--- src/hdl/pwe_pkg.sv ---
// Shared types, constants and helpers for the printable word extractor.
// Used by the channel interfaces and every module of the block.
// No dependencies.
`timescale 1ns / 1ps
`default_nettype none

package pwe_pkg;

  // Field widths
  localparam int OFFSET_BITS    = 25;
  localparam int LENGTH_BITS    = 16;
  localparam int RUN_BITS       = LENGTH_BITS + 1;
  localparam int CFG_DATA_BITS  = (OFFSET_BITS > LENGTH_BITS) ? OFFSET_BITS : LENGTH_BITS;
  localparam int CFG_INDEX_BITS = 2;

  // Event queue between scanner and result stage
  localparam int QUEUE_DEPTH = 4;
  localparam int QPTR_BITS   = $clog2(QUEUE_DEPTH);
  localparam int QCNT_BITS   = $clog2(QUEUE_DEPTH + 1);

  typedef logic [OFFSET_BITS-1:0] offset_t;
  typedef logic [LENGTH_BITS-1:0] length_t;
  typedef logic [RUN_BITS-1:0]    run_t;
  typedef logic [7:0]             char_t;

  // Register map
  typedef enum logic [CFG_INDEX_BITS-1:0] {
    REG_MIN_LEN   = 2'd0,
    REG_MAX_LEN   = 2'd1,
    REG_STRINGS   = 2'd2,
    REG_PAGE_SIZE = 2'd3
  } cfg_reg_t;

  // Register reset values
  localparam length_t MIN_LEN_RESET   = LENGTH_BITS'(6);
  localparam length_t MAX_LEN_RESET   = LENGTH_BITS'(14);
  localparam offset_t PAGE_SIZE_RESET = OFFSET_BITS'(64'd16777216);

  // Character codes
  localparam char_t CHAR_SPACE  = 8'h20;
  localparam char_t CHAR_DEL    = 8'h7F;
  localparam char_t CHAR_LPAREN = 8'h28;
  localparam char_t CHAR_RPAREN = 8'h29;
  localparam char_t CHAR_LANGLE = 8'h3C;
  localparam char_t CHAR_RANGLE = 8'h3E;
  localparam char_t CHAR_LBRACK = 8'h5B;
  localparam char_t CHAR_RBRACK = 8'h5D;

  typedef struct packed {
    length_t min_len;
    length_t max_len;
    logic    strings;
    offset_t page_size;
  } cfg_t;

  // One closed word that passed the length filter
  typedef struct packed {
    offset_t ofs;
    length_t len;
    logic    bracket;
  } word_ev_t;

  function automatic logic is_word_char(input char_t c, input logic strings);
    logic r;
    if (c == CHAR_SPACE) r = strings;
    else                 r = (c > CHAR_SPACE) && (c < CHAR_DEL);
    return r;
  endfunction

  function automatic logic is_bracketed(input char_t a, input char_t b);
    return ((a == CHAR_LPAREN) && (b == CHAR_RPAREN)) ||
           ((a == CHAR_LANGLE) && (b == CHAR_RANGLE)) ||
           ((a == CHAR_LBRACK) && (b == CHAR_RBRACK));
  endfunction

endpackage

`default_nettype wire

--- src/hdl/pwe_if.sv ---
// Valid/ready channel interfaces: input bytes, result spans, register writes.
// Depends on pwe_pkg.
`timescale 1ns / 1ps
`default_nettype none

interface pwe_in_if import pwe_pkg::*; ();
  logic  valid;
  logic  ready;
  char_t data_byte;
  logic  buffer_start;
  modport source (output valid, data_byte, buffer_start, input ready);
  modport sink   (input valid, data_byte, buffer_start, output ready);
endinterface

interface pwe_out_if import pwe_pkg::*; ();
  logic    valid;
  logic    ready;
  offset_t word_offset;
  length_t word_length;
  logic    is_inner;
  logic    last_of_run;
  modport source (output valid, word_offset, word_length, is_inner, last_of_run,
                  input ready);
  modport sink   (input valid, word_offset, word_length, is_inner, last_of_run,
                  output ready);
endinterface

interface pwe_cfg_if import pwe_pkg::*; ();
  logic                      valid;
  logic                      ready;
  logic [CFG_INDEX_BITS-1:0] index;
  logic [CFG_DATA_BITS-1:0]  data;
  modport source (output valid, index, data, input ready);
  modport sink   (input valid, index, data, output ready);
endinterface

`default_nettype wire

--- src/hdl/pwe_front.sv ---
// Scanner front end: accepts one byte per transfer, tracks the open word and
// emits a word event when a word that passes the length filter closes.
// Depends on pwe_pkg and pwe_if.
`timescale 1ns / 1ps
`default_nettype none

module pwe_front
  import pwe_pkg::*;
(
  input  wire logic     clk,
  input  wire logic     rst_n,
  input  wire cfg_t     cfg,
  pwe_in_if.sink        in_chan,
  input  wire logic     queue_full,
  output logic          ev_push,
  output word_ev_t      ev
);

  offset_t idx_r,    idx_nxt;
  logic    inside_r, inside_nxt;
  offset_t start_r,  start_nxt;
  run_t    run_r,    run_nxt;
  char_t   first_r,  first_nxt;
  char_t   prev_r,   prev_nxt;
  logic    stop_r,   stop_nxt;
  logic    ev_valid;
  logic    accept;

  // Take a byte whenever the event queue has room
  assign in_chan.ready = !queue_full;
  assign accept        = in_chan.valid && in_chan.ready;
  assign ev_push       = accept && ev_valid;

  // Scan step: buffer start clears state before the byte is looked at
  always_comb begin
    logic  wb;
    char_t c;
    c = in_chan.data_byte;
    wb = is_word_char(c, cfg.strings);
    if (in_chan.buffer_start) begin
      idx_nxt    = '0;
      inside_nxt = 1'b0;
      start_nxt  = '0;
      run_nxt    = '0;
      first_nxt  = '0;
      prev_nxt   = '0;
      stop_nxt   = 1'b0;
    end else begin
      idx_nxt    = idx_r;
      inside_nxt = inside_r;
      start_nxt  = start_r;
      run_nxt    = run_r;
      first_nxt  = first_r;
      prev_nxt   = prev_r;
      stop_nxt   = stop_r;
    end
    ev_valid   = 1'b0;
    ev.ofs     = start_nxt;
    ev.len     = run_nxt[LENGTH_BITS-1:0];
    ev.bracket = 1'b0;

    if (!stop_nxt) begin
      if (!inside_nxt) begin
        if (wb) begin
          inside_nxt = 1'b1;
          start_nxt  = idx_nxt;
          run_nxt    = RUN_BITS'(1);
          first_nxt  = c;
          prev_nxt   = c;
        end
        // Past the page limit outside a word: halt until next buffer
        if (idx_nxt > cfg.page_size) stop_nxt = 1'b1;
      end else if (wb) begin
        if (run_nxt != '1) run_nxt = run_nxt + 1'b1;
        prev_nxt = c;
      end else begin
        // Word closes: report it if its length is in range
        if (({1'b0, cfg.min_len} <= run_nxt) && (run_nxt <= {1'b0, cfg.max_len})) begin
          ev_valid   = 1'b1;
          ev.bracket = (run_nxt > RUN_BITS'(2)) && is_bracketed(first_nxt, prev_nxt);
        end
        inside_nxt = 1'b0;
        start_nxt  = '0;
        run_nxt    = '0;
      end
      if (!stop_nxt && (idx_nxt != '1)) idx_nxt = idx_nxt + 1'b1;
    end
  end

  // Advance scan state on each transfer
  always_ff @(posedge clk) begin
    if (!rst_n) begin
      idx_r    <= '0;
      inside_r <= 1'b0;
      start_r  <= '0;
      run_r    <= '0;
      first_r  <= '0;
      prev_r   <= '0;
      stop_r   <= 1'b0;
    end else if (accept) begin
      idx_r    <= idx_nxt;
      inside_r <= inside_nxt;
      start_r  <= start_nxt;
      run_r    <= run_nxt;
      first_r  <= first_nxt;
      prev_r   <= prev_nxt;
      stop_r   <= stop_nxt;
    end
  end

endmodule

`default_nettype wire

--- src/hdl/pwe_queue.sv ---
// Short event queue between the scanner and the result stage.
// Depends on pwe_pkg.
`timescale 1ns / 1ps
`default_nettype none

module pwe_queue
  import pwe_pkg::*;
(
  input  wire logic     clk,
  input  wire logic     rst_n,
  input  wire logic     push,
  input  wire word_ev_t push_data,
  input  wire logic     pop,
  output word_ev_t      head,
  output logic          empty,
  output logic          full
);

  word_ev_t               slot_r [QUEUE_DEPTH];
  logic [QPTR_BITS-1:0]   wr_ptr_r, rd_ptr_r;
  logic [QCNT_BITS-1:0]   count_r;
  logic                   do_push, do_pop;

  assign empty   = (count_r == '0);
  assign full    = (count_r == QCNT_BITS'(QUEUE_DEPTH));
  assign do_push = push && !full;
  assign do_pop  = pop && !empty;
  assign head    = slot_r[rd_ptr_r];

  // Store pushed events
  always_ff @(posedge clk) begin
    if (do_push) slot_r[wr_ptr_r] <= push_data;
  end

  // Advance pointers and occupancy
  always_ff @(posedge clk) begin
    if (!rst_n) begin
      wr_ptr_r <= '0;
      rd_ptr_r <= '0;
      count_r  <= '0;
    end else begin
      if (do_push) wr_ptr_r <= wr_ptr_r + 1'b1;
      if (do_pop)  rd_ptr_r <= rd_ptr_r + 1'b1;
      if (do_push && !do_pop)      count_r <= count_r + 1'b1;
      else if (do_pop && !do_push) count_r <= count_r - 1'b1;
    end
  end

endmodule

`default_nettype wire

--- src/hdl/pwe_back.sv ---
// Result stage: expands each word event into the whole-word result and, for
// bracketed words, the inner span; drives the registered result channel.
// Depends on pwe_pkg and pwe_if.
`timescale 1ns / 1ps
`default_nettype none

module pwe_back
  import pwe_pkg::*;
(
  input  wire logic     clk,
  input  wire logic     rst_n,
  input  wire word_ev_t head,
  input  wire logic     empty,
  output logic          pop,
  pwe_out_if.source     out_chan
);

  logic    out_valid_r;
  offset_t out_ofs_r;
  length_t out_len_r;
  logic    out_inner_r;
  logic    out_last_r;
  logic    pend_r;
  offset_t pend_ofs_r;
  length_t pend_len_r;
  logic    load;

  assign out_chan.valid       = out_valid_r;
  assign out_chan.word_offset = out_ofs_r;
  assign out_chan.word_length = out_len_r;
  assign out_chan.is_inner    = out_inner_r;
  assign out_chan.last_of_run = out_last_r;

  // Output register is free when empty or being transferred
  assign load = !out_valid_r || out_chan.ready;
  assign pop  = load && !pend_r && !empty;

  // Control: valid and pending inner span
  always_ff @(posedge clk) begin
    if (!rst_n) begin
      out_valid_r <= 1'b0;
      pend_r      <= 1'b0;
    end else if (load) begin
      if (pend_r) begin
        out_valid_r <= 1'b1;
        pend_r      <= 1'b0;
      end else if (!empty) begin
        out_valid_r <= 1'b1;
        pend_r      <= head.bracket;
      end else begin
        out_valid_r <= 1'b0;
      end
    end
  end

  // Payload: whole word first, inner span next
  always_ff @(posedge clk) begin
    if (load) begin
      if (pend_r) begin
        out_ofs_r   <= pend_ofs_r;
        out_len_r   <= pend_len_r;
        out_inner_r <= 1'b1;
        out_last_r  <= 1'b1;
      end else if (!empty) begin
        out_ofs_r   <= head.ofs;
        out_len_r   <= head.len;
        out_inner_r <= 1'b0;
        out_last_r  <= !head.bracket;
        pend_ofs_r  <= head.ofs + 1'b1;
        pend_len_r  <= head.len - LENGTH_BITS'(2);
      end
    end
  end

endmodule

`default_nettype wire

--- src/hdl/printable_word_extractor.sv ---
// Printable word extractor, top level.
// Channels (valid/ready, transfer when both high at a rising edge of clk):
//   in_chan  : one buffer byte per transfer, buffer_start marks byte 0.
//   out_chan : one span per transfer: offset, length, is_inner, last_of_run.
//   cfg_chan : register writes (index 0 min length, 1 max length,
//              2 strings mode, 3 page size); always ready.
// Throughput: one input byte per cycle while the event queue has room. A byte
//   that closes a bracketed word yields two results, the whole word and its
//   inner span; a four-entry event queue between scanner and result stage
//   absorbs the extra result.
// Path: a byte's word event is written into the event queue at its transfer
//   and is loaded into the output register once that register is free.
// Reset (rst_n low, synchronous): scan state, queue and output register
//   clear; registers return to 6, 14, 0 and 16777216.
// Receiver stall: the output register holds its result; the queue fills and
//   in_chan.ready drops when it is full, with no result lost.
// Depends on pwe_pkg, pwe_if, pwe_front, pwe_queue and pwe_back.
`timescale 1ns / 1ps
`default_nettype none

module printable_word_extractor
  import pwe_pkg::*;
(
  input  wire logic clk,
  input  wire logic rst_n,
  pwe_in_if.sink    in_chan,
  pwe_out_if.source out_chan,
  pwe_cfg_if.sink   cfg_chan
);

  cfg_t     cfg_r;
  word_ev_t ev;
  word_ev_t head;
  logic     ev_push;
  logic     q_pop;
  logic     q_empty;
  logic     q_full;

  // Register writes are always taken
  assign cfg_chan.ready = 1'b1;

  always_ff @(posedge clk) begin
    if (!rst_n) begin
      cfg_r.min_len   <= MIN_LEN_RESET;
      cfg_r.max_len   <= MAX_LEN_RESET;
      cfg_r.strings   <= 1'b0;
      cfg_r.page_size <= PAGE_SIZE_RESET;
    end else if (cfg_chan.valid) begin
      case (cfg_reg_t'(cfg_chan.index))
        REG_MIN_LEN:   cfg_r.min_len   <= cfg_chan.data[LENGTH_BITS-1:0];
        REG_MAX_LEN:   cfg_r.max_len   <= cfg_chan.data[LENGTH_BITS-1:0];
        REG_STRINGS:   cfg_r.strings   <= cfg_chan.data[0];
        REG_PAGE_SIZE: cfg_r.page_size <= cfg_chan.data[OFFSET_BITS-1:0];
        default:       cfg_r           <= cfg_r;
      endcase
    end
  end

  pwe_front u_front (
    .clk        (clk),
    .rst_n      (rst_n),
    .cfg        (cfg_r),
    .in_chan    (in_chan),
    .queue_full (q_full),
    .ev_push    (ev_push),
    .ev         (ev)
  );

  pwe_queue u_queue (
    .clk       (clk),
    .rst_n     (rst_n),
    .push      (ev_push),
    .push_data (ev),
    .pop       (q_pop),
    .head      (head),
    .empty     (q_empty),
    .full      (q_full)
  );

  pwe_back u_back (
    .clk      (clk),
    .rst_n    (rst_n),
    .head     (head),
    .empty    (q_empty),
    .pop      (q_pop),
    .out_chan (out_chan)
  );

  // An inner span always closes the run of its byte
  assert property (@(posedge clk) disable iff (!rst_n)
    out_chan.valid && out_chan.is_inner |-> out_chan.last_of_run)
    else $error("inner span not marked last");

  // A whole word with a pending inner span is followed by that span
  assert property (@(posedge clk) disable iff (!rst_n)
    out_chan.valid && out_chan.ready && !out_chan.last_of_run |=>
      out_chan.valid && out_chan.is_inner)
    else $error("inner span missing after bracketed word");

  // No byte is taken while the event queue is full
  assert property (@(posedge clk) disable iff (!rst_n)
    q_full |-> !ev_push)
    else $error("event pushed into full queue");

  // Output register is empty right after reset
  assert property (@(posedge clk)
    !rst_n |=> !out_chan.valid)
    else $error("result valid after reset");

endmodule

`default_nettype wire

--- src/flat_wrapper.sv ---
// flat-port wrapper written by rule: the top's interface ports become plain ports
module printable_word_extractor_flat import pwe_pkg::*;
  (clk, rst_n, in_chan_valid, in_chan_data_byte, in_chan_buffer_start, in_chan_ready, out_chan_valid, out_chan_word_offset, out_chan_word_length, out_chan_is_inner, out_chan_last_of_run, out_chan_ready, cfg_chan_valid, cfg_chan_index, cfg_chan_data, cfg_chan_ready);
  pwe_in_if in_chan_i ();
  pwe_out_if out_chan_i ();
  pwe_cfg_if cfg_chan_i ();
  input  wire logic clk;
  input  wire logic rst_n;
  input wire logic [$bits(in_chan_i.valid)-1:0] in_chan_valid;
  input wire logic [$bits(in_chan_i.data_byte)-1:0] in_chan_data_byte;
  input wire logic [$bits(in_chan_i.buffer_start)-1:0] in_chan_buffer_start;
  output wire logic [$bits(in_chan_i.ready)-1:0] in_chan_ready;
  output wire logic [$bits(out_chan_i.valid)-1:0] out_chan_valid;
  output wire logic [$bits(out_chan_i.word_offset)-1:0] out_chan_word_offset;
  output wire logic [$bits(out_chan_i.word_length)-1:0] out_chan_word_length;
  output wire logic [$bits(out_chan_i.is_inner)-1:0] out_chan_is_inner;
  output wire logic [$bits(out_chan_i.last_of_run)-1:0] out_chan_last_of_run;
  input wire logic [$bits(out_chan_i.ready)-1:0] out_chan_ready;
  input wire logic [$bits(cfg_chan_i.valid)-1:0] cfg_chan_valid;
  input wire logic [$bits(cfg_chan_i.index)-1:0] cfg_chan_index;
  input wire logic [$bits(cfg_chan_i.data)-1:0] cfg_chan_data;
  output wire logic [$bits(cfg_chan_i.ready)-1:0] cfg_chan_ready;
  assign in_chan_i.valid = in_chan_valid;
  assign in_chan_i.data_byte = in_chan_data_byte;
  assign in_chan_i.buffer_start = in_chan_buffer_start;
  assign in_chan_ready = in_chan_i.ready;
  assign out_chan_valid = out_chan_i.valid;
  assign out_chan_word_offset = out_chan_i.word_offset;
  assign out_chan_word_length = out_chan_i.word_length;
  assign out_chan_is_inner = out_chan_i.is_inner;
  assign out_chan_last_of_run = out_chan_i.last_of_run;
  assign out_chan_i.ready = out_chan_ready;
  assign cfg_chan_i.valid = cfg_chan_valid;
  assign cfg_chan_i.index = cfg_chan_index;
  assign cfg_chan_i.data = cfg_chan_data;
  assign cfg_chan_ready = cfg_chan_i.ready;
  printable_word_extractor u_core (.clk(clk), .rst_n(rst_n), .in_chan(in_chan_i), .out_chan(out_chan_i), .cfg_chan(cfg_chan_i));
endmodule
--- config.mk ---
export PLATFORM = sky130hd
export DESIGN_NAME = printable_word_extractor_flat
export DESIGN_NICKNAME = d
export VERILOG_FILES = /design/src/hdl/pwe_pkg.sv /design/src/hdl/pwe_if.sv /design/src/hdl/pwe_front.sv /design/src/hdl/pwe_queue.sv /design/src/hdl/pwe_back.sv /design/src/hdl/printable_word_extractor.sv /design/src/flat_wrapper.sv
export SDC_FILE = /design/constraint.sdc
export NUM_CORES = 1
export LEC_CHECK = 0
export BUFFER_PORTS_ARGS = -buffer_cell sky130_fd_sc_hd__buf_4
export CAP_MARGIN = 5
export CORE_ASPECT_RATIO = 1.5
export CORE_MARGIN = 1.5
export CORE_UTILIZATION = 49
export CTS_CLUSTER_SIZE = 24
export DETAILED_ROUTE_END_ITERATION = 8
export PLACE_DENSITY = 0.67
export SYNTH_ARGS = -nofsm -noshare
export SYNTH_HDL_FRONTEND = slang
export SYNTH_SLANG_ARGS = --single-unit
--- constraint.sdc ---
create_clock -name clk -period 11.2 [get_ports clk]
set_input_delay 2.24 -clock clk [delete_from_list [all_inputs] [get_ports clk]]
set_output_delay 2.24 -clock clk [all_outputs]
set_load 0.1 [all_outputs]
==> impl_metrics.ini, run 1 <==
[synthesis]
yosysWarnings = 0
ys_types = 80
synth_nets = 1768
synthFlopType = edfxtp_1
synthSimpleGateAreaFrac = 0.163
syn_inst = 1662
synth_compound_area_frac = 0.0865
async_flop_share = 0
yosysSeqAreaShare = 0.561
synth.area.mux_share = 0.0905
synth_seq_cells = 406
synth_fa_ha_area_frac = 0.0432
synth_top_family_by_area = simple AND/OR/NAND/NOR gates
syn_area_um2 = 19000
synth_xor_area_frac = 0.0194
synth_area_per_cell_um2 = 11.4
synth_edf_count = 252

[sta]
maxSlewHeadroom = 0.121
setup_tns_ns = 0
hold_viol_final = 0
slew_viol_final = 0
rsz0062_at_grt = false
finalCriticalPeriod_ns = 5.88
finalSetupViolCount = 0
skew_ns = 0.0178
worst_pin_slew_ns = 1.31
fmax_mhz = 170
post-route-period-util = 0.525

[route]
drtIter0Drc = 878
wl_per_cell_um = 18.5
vias = 12800
postRouteAntennaNets = 0
wirelength_um = 41400
firstDrtPassIters = 6
via_per_inst = 5.74
drc = 0

[critical_path]
path_delay_family = simple AND/OR/NAND/NOR gates
crit_type = input port to register
startpoint_type = input port
worstPathRequired_ns = 11.66
worstPathCellList = buf_4 > nor2b_1 > ha_1 > nand4_1 > or3_1 > a21oi_1 > a2111oi_0 > a32oi_1 > nor4b_4 > ha_1 > inv_1 > fa_1 > xor2_1 > or3_1 > a21oi_1
end_kind = register
crit_slowest_cell = nor2b_1
crit_buf_inv = 2
critPathMaxFanout = 35
cpPeakStageDelay_ns = 0.68
cp.arrival_ns = 6.34

[final_layout]
drive_gt1_frac = 0.142
multi_input_comb_area_um2 = 7690
n_antenna_cell = 0
final_core_util = 0.553
regArea_um2 = 10700
final_cell_area_um2 = 21200
final.fill_count = 3291
syn2layout_area_growth_pct = 11.6
fin_nets = 1815

[clock_tree]
clk_path_buf_depth = 3
cts.sinks = 406
cts-resized-gates = 0
htree_levels = 2
ctsHoldBuffers = 0
clock_latency_ns = 0.54
postCtsSetupRepairBufs = 0
cts_buffers = 39
tritoncts = built
cts-root-buf = clkbuf_16
clk_pin_slew_ns = 0.06

[global_route]
first_global_vias = 12400
antenna_found_initial = 0
grt_pass1_wl_um = 65700
grt_max_degree = 76
track_usage = 0.207
grt_overflow = 0

[placed_design]
place_congestion = 0.869
dpl.hpwl_um = 28600
port_buffers = 85
placed_area_um2 = 20000

[die]
initial_core_util = 0.496
pin_count = 87
die_h_um = 244
rows = 88
die_w_um = 164
coreArea_um2 = 38300
die_area_um2 = 40000

[status]
status = complete, no violations

[power_and_ir_drop]
power.leakage_uw = 0.00802
peakVddDrop_mv = 0.240
power_density_nw_per_um2 = 204

[worst_hold_path]
hp-class = register to register

[flow_run]
drv_cap = 0
==> power by group <==
| part | internal, uW | leakage [uW] | switching, uW | total, uW |
|---|---|---|---|---|
| combinational | 262 | 0.00356 | 905 | 1170 |
| clock | 716 | 0.000610 | 550 | 1270 |
| sequential | 1820 | 0.00385 | 67.9 | 1890 |
| total | 2800 | 0.00802 | 1520 | 4320 |
==> registers in the layout, summed over array words and instances (netlist names), 16 cells and up, named ones only <==
register,count
u_core.u_back.pend_ofs_r,25
u_core.u_back.pend_len_r,16
u_core.cfg_r,58
u_core.u_front.idx_r,25
u_core.u_queue.slot_r,168
u_core.u_back.out_chan.word_offset,25
u_core.u_front.run_r,17
u_core.u_front.start_r,25
u_core.u_back.out_chan.word_length,16
==> cell families after synthesis <==
logic type | after synthesis
simple gates | 632
flops | 406
compound gates | 244
buf+inv | 165
mux | 107
fa+ha+maj | 65
xor+xnor | 42
other cells | 1
==> through the flow <==
stage | hold slack (ns) | std cells | power, uW | setup slack, ns
final | 0.454 | 2233 | 4320 | 5.32
after global routing | 0.477 | 2233 | 4490 | 5.15
after CTS | 0.456 | 2233 | 4370 | 5.32
after detailed placement | 0.448 | 2163 | 3100 | 4.77
after global placement | 0.444 | 2163 | 3090 | 4.85
after floorplan | 0.436 | 1662 | 2870 | 4.58
==> cell usage in the layout (no fill, tap or decap), types with 20 or more instances in the layout <==
cell       count
nor2_1        83
o21ai_0       26
nor3_1        43
xnor2_1       24
mux4_1        20
nand4_1       31
inv_1         72
a21oi_1       92
mux4_2        22
nand3_1       66
mux2_2        38
buf_4         96
dfxtp_1      152
a221oi_1      26
edfxtp_1     252
mux2i_1       27
a22o_1        31
nand2_1      249
ha_1          64
clkbuf_16     40
nor2b_1       54
==> cells in the mapped netlist (3+ instances only) <==
master	number	area, um^2
edfxtp_1	252	7570
nand2_1	249	935
dfxtp_1	154	3080
a21oi_1	92	460
nor2_1	86	323
inv_1	73	274
clkbuf_1	68	255
nand3_1	66	330
ha_1	64	801
nor2b_1	54	338
nor3_1	44	220
mux2_2	38	428
a22o_1	31	272
nand4_1	31	194
mux2i_1	27	270
a221oi_1	26	228
o21ai_0	26	130
xnor2_1	24	210
mux4_2	22	495
mux4_1	20	526
and3_1	18	113
xor2_1	18	158
and2_1	13	81.3
nand2b_1	10	62.6
nor4_1	10	62.6
a22oi_1	9	67.6
a21o_1	8	60.1
and4_1	8	70.1
buf_1	7	26.3
a211oi_1	6	45.0
a31oi_1	6	37.5
and4b_1	6	60.1
buf_2	6	30.0
buf_4	5	37.5
nor3b_1	5	37.5
or3_1	5	31.3
a32oi_1	4	35.0
o211ai_1	4	30.0
o31ai_1	4	30.0
a31o_2	3	26.3
nand3b_1	3	22.5
nand4b_1	3	26.3
or2_2	3	18.8
or4_1	3	22.5
==> final timing paths <==
path                           startpoint                         to  slack, ns  cells past startpoint
setup / recovery     in_chan_buffer_start  u_core.u_queue.count_r[2]       5.32                     15
setup reg to reg  u_core.u_front.run_r[9]  u_core.u_queue.count_r[2]       6.83                     14
hold reg to reg          u_core.cfg_r[23]           u_core.cfg_r[23]       0.45                      2
hold / removal           u_core.cfg_r[23]           u_core.cfg_r[23]       0.45                      2
==> routing by layer <==
metal  GRT usage  share of wire
met4      0.0952          0.042
met3      0.0256          0.040
met5           0              0
met2       0.358           0.50
met1       0.256           0.42
==> area by class of cell <==
| type | count | share of cell area |
|---|---|---|
| Multi-Input combinational cell | 1091 | 0.363 |
| Timing Repair Buffer | 96 | 0.0340 |
| Inverter | 75 | 0.0133 |
| Tap cell | 495 | 0.0292 |
| Clock inverter | 18 | 0.00655 |
| Clock buffer | 52 | 0.0517 |
| Sequential cell | 406 | 0.503 |
==> worst min-delay path: stages (launching register included) <==
cell and delay [ns]:
dfxtp_1 0.31, nand2_1 0.05, a21oi_1 0.05
Power figures use the tool's default switching activity.
==> run 2, diff against run 1 <==
Clock period 11.2 ns to 5.8 ns, I/O delays scaled along.
==> run 2 against run 1 <==
Core utilization is 0.60 points higher. Highest routed layer unchanged. Power increased by 98%. Combinational power grew 93%. Critical path depth is 2 higher. Largest cell class unchanged. Sequential share of layout area shrank 0.54 points.
==> impl_metrics.ini, run 2 (synthesis results as in run 1) <==
[sta]
post-route-period-util = 0.789
rsz0062_at_grt = false
finalCriticalPeriod_ns = 4.58
worst_pin_slew_ns = 1.16
finalSetupViolCount = 0
maxSlewHeadroom = 0.224
hold_viol_final = 0
slew_viol_final = 0
fmax_mhz = 218
setup_tns_ns = 0
skew_ns = 0.0149

[critical_path]
crit_path_start = in_chan_buffer_start
startpoint_type = input port
rrSetupSlack_ns = 1.61
rr_endpoint = u_core.u_queue.count_r[2]
cp.arrival_ns = 5.04
crit_type = input port to register
crit_path_end = u_core.u_queue.count_r[2]
critPathMaxFanout = 15
end_kind = register
reg2regPathDepth = 14
worstPathRequired_ns = 6.26
r2r_start = u_core.u_front.run_r[13]

[status]
status = complete, no violations

[power_and_ir_drop]
power_density_nw_per_um2 = 400
power.leakage_uw = 0.00812
peakVddDrop_mv = 0.461
fin_total_pwr_uw = 8560

[final_layout]
final_common_cell = edfxtp_1
fin_nets = 1826
layout.cells.non_filler = 2246
largest_reg_flops = 168
final_core_util = 0.559
final_cell_mix = edfxtp_1 (252), nand2_1 (249), dfxtp_1 (152), buf_4 (103), a21oi_1 (92)
drive_gt1_frac = 0.148
regMostFlops = u_core.u_queue.slot_r
largestRegisters = u_core.u_queue.slot_r x168, u_core.cfg_r x58
final_cell_area_um2 = 21400
syn2layout_area_growth_pct = 12.8

[route]
wl_per_cell_um = 18.7
wirelength_um = 42100
drc = 0
postRouteAntennaNets = 0
drtIter0Drc = 838
vias = 12900
via_per_inst = 5.76
firstDrtPassIters = 5

[global_route]
antenna_found_initial = 1
grt_overflow = 0
first_global_vias = 12600
grt_max_degree = 66
grt_pass1_wl_um = 67500
track_usage = 0.214

[die]
die_area_um2 = 40000
initial_core_util = 0.496
die_w_um = 164
pin_count = 87
coreArea_um2 = 38300
die_h_um = 244
rows = 88

[placed_design]
placed_area_um2 = 20100
port_buffers = 85
place_congestion = 0.893
place_inst = 2174
dpl.hpwl_um = 28800

[clock_tree]
tritoncts = built
cts_buffers = 39
clk_path_buf_depth = 3
postCtsSetupRepairBufs = 0
ctsHoldBuffers = 0
htree_levels = 2
clk_pin_slew_ns = 0.07
clock_latency_ns = 0.55
cts.sinks = 406
cts-resized-gates = 0
cts-root-buf = clkbuf_16

[flow_run]
drv_cap = 0

[worst_hold_path]
hp-class = register to register
[run 2: worst min-delay path by stage]
stage / from / end / slack (ns) / cells past startpoint
after floorplan: u_core.cfg_r[10] / u_core.cfg_r[10] / 0.44 / 2
after global placement: u_core.cfg_r[41] / u_core.cfg_r[41] / 0.44 / 2
after detailed placement: u_core.cfg_r[32] / u_core.cfg_r[32] / 0.45 / 2
after CTS: u_core.cfg_r[23] / u_core.cfg_r[23] / 0.46 / 2
after global routing: u_core.cfg_r[23] / u_core.cfg_r[23] / 0.46 / 2
final: u_core.cfg_r[16] / u_core.cfg_r[16] / 0.46 / 2
[run 2: through the flow]
stage | hold slack, ns | setup WS, ns
2_1_floorplan | 0.436 | 0.260
3_3_place_gp | 0.443 | 0.807
3_5_place_dp | 0.449 | 0.702
4_1_cts | 0.457 | 1.27
5_1_grt | 0.464 | 0.932
6_report | 0.456 | 1.22
[run 2: metal layers]
layer | track usage | up-vias | part of all wire
li1 | - | 6228 | -
met3 | 0.0256 | 115 | 0.044
met4 | 0.111 | 0 | 0.048
met1 | 0.263 | 6198 | 0.41
met2 | 0.366 | 386 | 0.50
met5 | 0 | - | 0
[run 2: final cells by class]
type	count	area [um^2]
Antenna cell	1	2.50
Fill cell	3217	16900
Clock inverter	26	289
Sequential cell	406	10700
Tap cell	495	619
Clock buffer	45	1040
Inverter	75	282
Timing Repair Buffer	107	853
Multi-Input combinational cell	1091	7690
[run 2: power by group]
part	switching, uW	internal [uW]
registers	140	3520
logic	1750	510
clock network	1090	1560
[run 2: worst max-delay path: stages]
cell	delay [ns]
buf_4	0.16
inv_2	0.26
nand2_1	0.13
inv_1	0.24
ha_1	0.30
nand3_1	0.08
or3_1	0.14
a21oi_1	0.05
a2111oi_0	0.39
a32oi_1	0.27
nor4b_4	0.54
ha_1	0.27
inv_1	0.06
fa_1	0.37
xor2_1	0.17
or3_1	0.31
a21oi_1	0.15
